File: src/design/whp_pkg.sv
// Shared types, status codes and tag constants for the WAV header parser.
// No dependencies.
package whp_pkg;

    localparam int unsigned BYTE_W = 8;

    localparam logic [2:0] ERR_NONE  = 3'd0;
    localparam logic [2:0] ERR_RIFF  = 3'd1;
    localparam logic [2:0] ERR_WAVE  = 3'd2;
    localparam logic [2:0] ERR_FMT   = 3'd3;
    localparam logic [2:0] ERR_FLEN  = 3'd4;
    localparam logic [2:0] ERR_BRATE = 3'd5;
    localparam logic [2:0] ERR_ALIGN = 3'd6;
    localparam logic [2:0] ERR_DATA  = 3'd7;

    localparam logic [31:0] FMT_CHUNK_LEN = 32'd16;

    typedef enum logic [1:0] {
        TAG_RIFF = 2'd0,
        TAG_WAVE = 2'd1,
        TAG_FMT  = 2'd2,
        TAG_DATA = 2'd3
    } tag_sel_t;

    localparam logic [7:0] TAG_BYTES [4][4] = '{
        '{8'h52, 8'h49, 8'h46, 8'h46},
        '{8'h57, 8'h41, 8'h56, 8'h45},
        '{8'h66, 8'h6D, 8'h74, 8'h20},
        '{8'h64, 8'h61, 8'h74, 8'h61}
    };

    // Header fields in stream order
    typedef enum logic [3:0] {
        S_RIFF,
        S_SIZE,
        S_WAVE,
        S_FMT,
        S_FLEN,
        S_FORMAT,
        S_CHAN,
        S_RATE,
        S_BRATE,
        S_ALIGN,
        S_BITS,
        S_DATA,
        S_DSIZE
    } phase_t;

    typedef struct packed {
        logic       accept;
        logic       tag_chk;
        tag_sel_t   tag_sel;
        logic [2:0] tag_code;
        logic       gather;
        logic [1:0] idx;
        logic       ld_flen;
        logic       ld_format;
        logic       ld_chan;
        logic       ld_rate;
        logic       ld_brate;
        logic       ld_align;
        logic       ld_bits;
        logic       emit;
    } whp_cmd_t;

    typedef struct packed {
        logic out_full;
    } whp_sts_t;

    function automatic logic [7:0] tag_byte(tag_sel_t sel, logic [1:0] idx);
        return TAG_BYTES[sel][idx];
    endfunction

endpackage

File: src/design/whp_ctrl.sv
// Controller for the WAV header parser: walks the header field by field.
// Depends on whp_pkg.
module whp_ctrl
    import whp_pkg::*;
(
    input  logic     aclk,
    input  logic     aresetn,
    input  logic     s_valid,
    output logic     s_ready,
    input  logic     m_ready,
    input  whp_sts_t sts,
    output whp_cmd_t cmd
);

    phase_t     state_reg, state_next;
    logic [1:0] idx_reg, idx_next;
    logic [1:0] last_idx;
    logic       field_done;
    logic       accept;

    always_comb begin
        unique case (state_reg)
            S_FORMAT, S_CHAN, S_ALIGN, S_BITS: last_idx = 2'd1;
            default:                            last_idx = 2'd3;
        endcase
    end

    assign field_done = (idx_reg == last_idx);
    assign s_ready    = !(state_reg == S_DSIZE && field_done && sts.out_full && !m_ready);
    assign accept     = s_valid && s_ready;

    always_ff @(posedge aclk) begin
        if (!aresetn) begin
            state_reg <= S_RIFF;
            idx_reg   <= 2'd0;
        end else begin
            state_reg <= state_next;
            idx_reg   <= idx_next;
        end
    end

    // Next state
    always_comb begin
        state_next = state_reg;
        idx_next   = idx_reg;
        if (accept) begin
            if (field_done) begin
                idx_next = 2'd0;
                unique case (state_reg)
                    S_RIFF:   state_next = S_SIZE;
                    S_SIZE:   state_next = S_WAVE;
                    S_WAVE:   state_next = S_FMT;
                    S_FMT:    state_next = S_FLEN;
                    S_FLEN:   state_next = S_FORMAT;
                    S_FORMAT: state_next = S_CHAN;
                    S_CHAN:   state_next = S_RATE;
                    S_RATE:   state_next = S_BRATE;
                    S_BRATE:  state_next = S_ALIGN;
                    S_ALIGN:  state_next = S_BITS;
                    S_BITS:   state_next = S_DATA;
                    S_DATA:   state_next = S_DSIZE;
                    S_DSIZE:  state_next = S_RIFF;
                    default:  state_next = S_RIFF;
                endcase
            end else begin
                idx_next = idx_reg + 2'd1;
            end
        end
    end

    // Commands
    always_comb begin
        cmd          = '0;
        cmd.accept   = accept;
        cmd.idx      = idx_reg;
        cmd.tag_sel  = TAG_RIFF;
        cmd.tag_code = ERR_NONE;
        unique case (state_reg)
            S_RIFF: begin
                cmd.tag_chk  = 1'b1;
                cmd.tag_sel  = TAG_RIFF;
                cmd.tag_code = ERR_RIFF;
            end
            S_SIZE: begin
            end
            S_WAVE: begin
                cmd.tag_chk  = 1'b1;
                cmd.tag_sel  = TAG_WAVE;
                cmd.tag_code = ERR_WAVE;
            end
            S_FMT: begin
                cmd.tag_chk  = 1'b1;
                cmd.tag_sel  = TAG_FMT;
                cmd.tag_code = ERR_FMT;
            end
            S_FLEN: begin
                cmd.gather  = 1'b1;
                cmd.ld_flen = field_done;
            end
            S_FORMAT: begin
                cmd.gather    = 1'b1;
                cmd.ld_format = field_done;
            end
            S_CHAN: begin
                cmd.gather  = 1'b1;
                cmd.ld_chan = field_done;
            end
            S_RATE: begin
                cmd.gather  = 1'b1;
                cmd.ld_rate = field_done;
            end
            S_BRATE: begin
                cmd.gather   = 1'b1;
                cmd.ld_brate = field_done;
            end
            S_ALIGN: begin
                cmd.gather   = 1'b1;
                cmd.ld_align = field_done;
            end
            S_BITS: begin
                cmd.gather  = 1'b1;
                cmd.ld_bits = field_done;
            end
            S_DATA: begin
                cmd.tag_chk  = 1'b1;
                cmd.tag_sel  = TAG_DATA;
                cmd.tag_code = ERR_DATA;
            end
            S_DSIZE: begin
                cmd.gather = 1'b1;
                cmd.emit   = field_done;
            end
            default: begin
            end
        endcase
    end

endmodule

File: src/design/whp_datapath.sv
// Datapath for the WAV header parser: field assembly, checks, products
// and the result register. Depends on whp_pkg.
module whp_datapath
    import whp_pkg::*;
(
    input  logic        aclk,
    input  logic        aresetn,
    input  whp_cmd_t    cmd,
    output whp_sts_t    sts,
    input  logic [7:0]  s_in_byte,
    output logic        m_valid,
    input  logic        m_ready,
    output logic [2:0]  m_status,
    output logic [15:0] m_audio_format,
    output logic [15:0] m_channel_count,
    output logic [31:0] m_sample_rate,
    output logic [15:0] m_sample_bits,
    output logic [31:0] m_data_size
);

    logic [31:0] field_shift_reg, field_shift_next;
    logic [2:0]  first_error_reg, first_error_next;
    logic        data_bad_reg, data_bad_next;
    logic        m_valid_reg, m_valid_next;
    logic [15:0] format_reg, chan_reg, align_reg, bits_reg;
    logic [31:0] rate_reg, brate_reg;
    logic [31:0] prod1_reg, prod2_reg, align_prod_reg;
    logic [2:0]  status_reg, status_next;
    logic [15:0] out_format_reg, out_chan_reg, out_bits_reg;
    logic [31:0] out_rate_reg, out_size_reg;
    logic        tag_miss;
    logic        rate_bad, align_bad;

    assign tag_miss = (tag_byte(cmd.tag_sel, cmd.idx) != s_in_byte);

    always_comb begin
        field_shift_next = field_shift_reg;
        if (cmd.idx == 2'd0) begin
            field_shift_next = {24'd0, s_in_byte};
        end else begin
            field_shift_next[{cmd.idx, 3'b000} +: BYTE_W] = s_in_byte;
        end
    end

    assign rate_bad  = (brate_reg != {3'd0, prod2_reg[31:3]});
    assign align_bad = ({16'd0, align_reg} != {3'd0, align_prod_reg[31:3]});

    always_comb begin
        first_error_next = first_error_reg;
        data_bad_next    = data_bad_reg;
        if (cmd.accept) begin
            if (cmd.tag_chk && tag_miss) begin
                if (cmd.tag_code == ERR_DATA) begin
                    data_bad_next = 1'b1;
                end else if (first_error_reg == ERR_NONE) begin
                    first_error_next = cmd.tag_code;
                end
            end
            if (cmd.ld_flen && first_error_reg == ERR_NONE
                && field_shift_next != FMT_CHUNK_LEN) begin
                first_error_next = ERR_FLEN;
            end
            if (cmd.emit) begin
                first_error_next = ERR_NONE;
                data_bad_next    = 1'b0;
            end
        end
    end

    // Rate and align errors are resolved late; priority follows stream order.
    always_comb begin
        if (first_error_reg != ERR_NONE) begin
            status_next = first_error_reg;
        end else if (rate_bad) begin
            status_next = ERR_BRATE;
        end else if (align_bad) begin
            status_next = ERR_ALIGN;
        end else if (data_bad_reg) begin
            status_next = ERR_DATA;
        end else begin
            status_next = ERR_NONE;
        end
    end

    always_comb begin
        m_valid_next = m_valid_reg;
        if (cmd.accept && cmd.emit) begin
            m_valid_next = 1'b1;
        end else if (m_ready) begin
            m_valid_next = 1'b0;
        end
    end

    always_ff @(posedge aclk) begin
        if (!aresetn) begin
            first_error_reg <= ERR_NONE;
            data_bad_reg    <= 1'b0;
            m_valid_reg     <= 1'b0;
        end else begin
            first_error_reg <= first_error_next;
            data_bad_reg    <= data_bad_next;
            m_valid_reg     <= m_valid_next;
        end
    end

    always_ff @(posedge aclk) begin
        if (cmd.accept && cmd.gather) begin
            field_shift_reg <= field_shift_next;
        end
        if (cmd.accept && cmd.ld_format) format_reg <= field_shift_next[15:0];
        if (cmd.accept && cmd.ld_chan)   chan_reg   <= field_shift_next[15:0];
        if (cmd.accept && cmd.ld_rate)   rate_reg   <= field_shift_next;
        if (cmd.accept && cmd.ld_brate)  brate_reg  <= field_shift_next;
        if (cmd.accept && cmd.ld_align)  align_reg  <= field_shift_next[15:0];
        if (cmd.accept && cmd.ld_bits)   bits_reg   <= field_shift_next[15:0];
        prod1_reg      <= 32'(chan_reg * rate_reg);
        prod2_reg      <= 32'(prod1_reg * bits_reg);
        align_prod_reg <= 32'(chan_reg * bits_reg);
        if (cmd.accept && cmd.emit) begin
            status_reg     <= status_next;
            out_format_reg <= format_reg;
            out_chan_reg   <= chan_reg;
            out_rate_reg   <= rate_reg;
            out_bits_reg   <= bits_reg;
            out_size_reg   <= field_shift_next;
        end
    end

    assign sts.out_full     = m_valid_reg;
    assign m_valid          = m_valid_reg;
    assign m_status         = status_reg;
    assign m_audio_format   = out_format_reg;
    assign m_channel_count  = out_chan_reg;
    assign m_sample_rate    = out_rate_reg;
    assign m_sample_bits    = out_bits_reg;
    assign m_data_size      = out_size_reg;

endmodule

File: src/design/wav_header_parser.sv
// Parses a canonical 44-byte RIFF/WAVE header, one byte per word, and returns
// one result word per header. Each byte takes one clock; the input stalls only
// when the last header byte arrives while the previous result is still
// untaken. Byte rate and block align are checked by a two-stage multiplier
// chain that finishes while the data tag and size bytes stream in. Status
// reports the first error in stream order; the field values are always the
// ones assembled from the bytes. Depends on whp_pkg, whp_ctrl, whp_datapath.
module wav_header_parser
    import whp_pkg::*;
(
    input  logic        aclk,
    input  logic        aresetn,
    input  logic        s_valid,
    output logic        s_ready,
    input  logic [7:0]  s_in_byte,
    output logic        m_valid,
    input  logic        m_ready,
    output logic [2:0]  m_status,
    output logic [15:0] m_audio_format,
    output logic [15:0] m_channel_count,
    output logic [31:0] m_sample_rate,
    output logic [15:0] m_sample_bits,
    output logic [31:0] m_data_size
);

    whp_cmd_t cmd;
    whp_sts_t sts;

    whp_ctrl u_ctrl (
        .aclk    (aclk),
        .aresetn (aresetn),
        .s_valid (s_valid),
        .s_ready (s_ready),
        .m_ready (m_ready),
        .sts     (sts),
        .cmd     (cmd)
    );

    whp_datapath u_datapath (
        .aclk            (aclk),
        .aresetn         (aresetn),
        .cmd             (cmd),
        .sts             (sts),
        .s_in_byte       (s_in_byte),
        .m_valid         (m_valid),
        .m_ready         (m_ready),
        .m_status        (m_status),
        .m_audio_format  (m_audio_format),
        .m_channel_count (m_channel_count),
        .m_sample_rate   (m_sample_rate),
        .m_sample_bits   (m_sample_bits),
        .m_data_size     (m_data_size)
    );

`ifndef SYNTHESIS
    a_stall_only_when_full: assert property (@(posedge aclk) disable iff (!aresetn)
        !s_ready |-> m_valid)
        else $error("input stalled with empty result register");

    a_result_from_byte: assert property (@(posedge aclk) disable iff (!aresetn)
        $rose(m_valid) |-> $past(s_valid && s_ready && cmd.emit))
        else $error("result raised without final header byte");

    a_emit_only_accepted: assert property (@(posedge aclk) disable iff (!aresetn)
        (cmd.accept && cmd.emit) |=> m_valid)
        else $error("final header byte did not load a result");
`endif

endmodule
File: config.mk
export PLATFORM = sky130hd
export DESIGN_NAME = wav_header_parser
export DESIGN_NICKNAME = d
export VERILOG_FILES = /design/src/design/whp_pkg.sv /design/src/design/whp_ctrl.sv /design/src/design/whp_datapath.sv /design/src/design/wav_header_parser.sv
export SDC_FILE = /design/constraint.sdc
export NUM_CORES = 2
export LEC_CHECK = 0
export ABC_AREA = 1
export BUFFER_PORTS_ARGS = -buffer_cell sky130_fd_sc_hd__buf_4
export CAP_MARGIN = 10
export CELL_PAD_IN_SITES_DETAIL_PLACEMENT = 1
export CELL_PAD_IN_SITES_GLOBAL_PLACEMENT = 1
export CORE_MARGIN = 1.5
export CORE_UTILIZATION = 50
export DETAILED_ROUTE_END_ITERATION = 8
export PLACE_DENSITY_LB_ADDON = 0.1
export SLEW_MARGIN = 20
export SYNTH_ARGS = -nofsm -noshare
export SYNTH_HDL_FRONTEND = slang
export SYNTH_SLANG_ARGS = --single-unit
File: constraint.sdc
create_clock -name aclk -period 10.7 [get_ports aclk]
set_input_delay 0.535 -clock aclk [delete_from_list [all_inputs] [get_ports aclk]]
set_output_delay 0.535 -clock aclk [all_outputs]
set_load 0.005 [all_outputs]
==> results.toml <==
[final_layout]
design_area_mm2 = 0.0483
drive_gt1_share_pct = 5.48
area_delta_synth_final_pct = 7.55
fillers = 10500
fin_nets = 6181

[yosys]
muxShareOfSynthArea_pct = 0
synth_compound_area_share_pct = 3.27
synth_top_area_cell = "fa_1"
synth_edf_count = 275
synth_top_family_by_area = "adder cells"
avgSynthCellArea_um2 = 8.76
synth_top_area_share_pct = 35.7
synthFlopType = "edfxtp_1"
yosys-top-cells-area = "fa_1 (36%), edfxtp_1 (18%), inv_1 (12%)"
synth_most_common_cell = "inv_1"
synth-adder-area-share_pct = 42.4
synthXorXnorAreaFrac_pct = 3.10
async_flop_share_pct = 0
synth_common_cells = "inv_1 (1437), nand2_1 (1349), fa_1 (802), edfxtp_1 (275), ha_1 (239)"
synth_cells = 5130
ys_ff_latch = 376
synthSimpleGateAreaFrac_pct = 14.2
yosysSeqAreaShare_pct = 22.9
synth_area_mm2 = 0.0449
syn-num-nets = 6183
yosysWarnings = 0
synth.distinct_cells = 52

[die]
ios = 129
dieArea_mm2 = 0.0916
core_mm2 = 0.0886
initial_utilization_pct = 50.7
die_w_um = 303
die_h_um = 303
row_count = 109

[clocking]
numCtsBuffers = 43
htreeDepth = 2
cts_setup_buffers = 0
postCtsHoldBufs = 0
clk_latency_ns = 0.62
cts_tree = "yes"
root_buffer = "clkbuf_16"
clockBufferDepth = 3
clock_sinks = 376
cts_resized = 0
path_clk_slew_ns = 0.07

[route]
first_iter_violations = 1934
wire_per_inst_um = 22.0
routed_wl_mm = 139
viasPerCell = 5.30
route.detailed.drc = 0
dr.pass1.iters = 5
ant_nets = 0
via_count = 33500

[sta]
fin_setup_tns_ns = 0
period_share_pct = 65.6
fin_ws_ns = 3.68
final.min_clock_period_ns = 7.02
fmax_mhz = 142
hold_viol = 0
rsz0062_at_grt = "no"
drv_slew = 0
clock_skew_ns = 0.0413
worst-slew-pin-transition_ns = 1.25
slew_headroom_pct = 16.5
setup-violations-final = 0

[placed_design]
place.gp.congestion = 0.935
placement.cell_area_mm2 = 0.0469
place_ws_ns = 3.84
port_buffers = 128
post-dp-hpwl_mm = 105

[setup_path]
path_buf_inv = 5
cp_common_cell = "fa_1"
crit_required_ns = 11.15
cp_max_fo = 26
cpMaxStageDelayCell = "fa_1"
critPathMaxStageDelay_ns = 0.55
crit_path_end_kind = "flop"
worstSetupPathType = "reg -> reg"
cp_top_family = "adder cells"
start_kind = "flop"
path_cells = "buf_4, buf_4, nand2_1, fa_1, fa_1, fa_1, inv_1, fa_1, fa_1, inv_1, fa_1, inv_1, ha_1, nand2_1, nor3_1, nand4_1, nand3_1, a21o_1, nand2_1, nand2_1, xor2_1"
cp.arrival_ns = 7.47

[power]
p_per_area_mw_per_mm2 = 69.3
p_leak_uw = 0.0258
vdd_drop_max_mv = 0.115

[global_route]
grt_max_degree = 71
grt_usage_pct = 31.6
antenna_found_initial = 4
grt_overflow = 0
grt_pass1_wl_mm = 218
grt_pass1_vias = 37600

[run_status]
status = "finished clean"

[hold_path]
hp-class = "in -> reg"

[job]
max_cap_violations = 0
==> worst paths after layout <==
path                                                      end  slack (ns)                      start  depth (start not counted)
worst min-delay path                      u_ctrl.state_reg[2]        0.21                    aresetn                          3
worst min register to register  u_datapath.m_audio_format[13]        0.42  u_datapath.format_reg[13]                          0
worst max register to register       u_datapath.prod2_reg[27]        3.68     u_datapath.bits_reg[1]                         21
worst max-delay path                 u_datapath.prod2_reg[27]        3.68     u_datapath.bits_reg[1]                         21
==> layer usage <==
metal	wire (um)	share of wire (%)	up-vias	track usage, %
li1	-	-	14800	-
met1	57900	42	17600	41.8
met2	70000	50	935	55.4
met3	7340	5.3	208	3.26
met4	4080	2.9	0	8.80
met5	0	0	-	0
==> layout make-up <==
class                   instances  area, um^2  share of cell area (%)
diodes                          2        5.00                  0.0104
repair buffers                189        1440                    2.98
flip-flops and latches        376       10300                    21.3
multi-input cells            3076       28300                    58.6
well taps                    1165        1460                    3.02
clock buffers                  57        1150                    2.38
inverters                    1442        5420                    11.2
clock inverters                22         226                   0.469
==> stage by stage <==
| step | hold WS [ns] | instances | util [%] | power (uW) |
|---|---|---|---|---|
| after floorplan | 0.400 | 5130 | - | 1780 |
| after global placement | 0.402 | 6247 | 52.9 | 1880 |
| after detailed placement | 0.409 | 6247 | 52.9 | 1880 |
| after CTS | 0.180 | 6326 | 54.5 | 3370 |
| after global routing | 0.219 | 6327 | 54.5 | 3430 |
| final | 0.209 | 6329 | 54.5 | 3350 |
==> placed cells by master, fill, tap and decap left out, types with 13 or more instances in the layout <==
cell	count
a21o_1	13
a21oi_1	109
buf_4	188
clkbuf_16	43
dfxtp_1	101
edfxtp_1	275
fa_1	802
ha_1	239
inv_1	1436
nand2_1	1349
nand3_1	68
nand4_1	22
nor2_1	124
nor3_1	18
o21ai_0	82
xnor2_1	72
xor2_1	87
==> worst min-delay path: cells and delay by family <==
family	cells	cell delay [ns]
compound gates	2	0.10
buf+inv	1	0.14
==> cell families after synthesis <==
kind of cell    count (synthesis)
buf+inv                      1678
simple gates                 1617
fa+ha+maj                    1041
flops                         376
compound gates                259
xor+xnor                      159
==> where the power goes <==
| part | leakage, uW | total, uW | internal [uW] | switching (uW) |
|---|---|---|---|---|
| clock network | 0.000660 | 1490 | 817 | 669 |
| registers | 0.00334 | 1600 | 1590 | 18.2 |
| logic | 0.0218 | 256 | 73.2 | 183 |
Power figures use the tool's default switching activity.
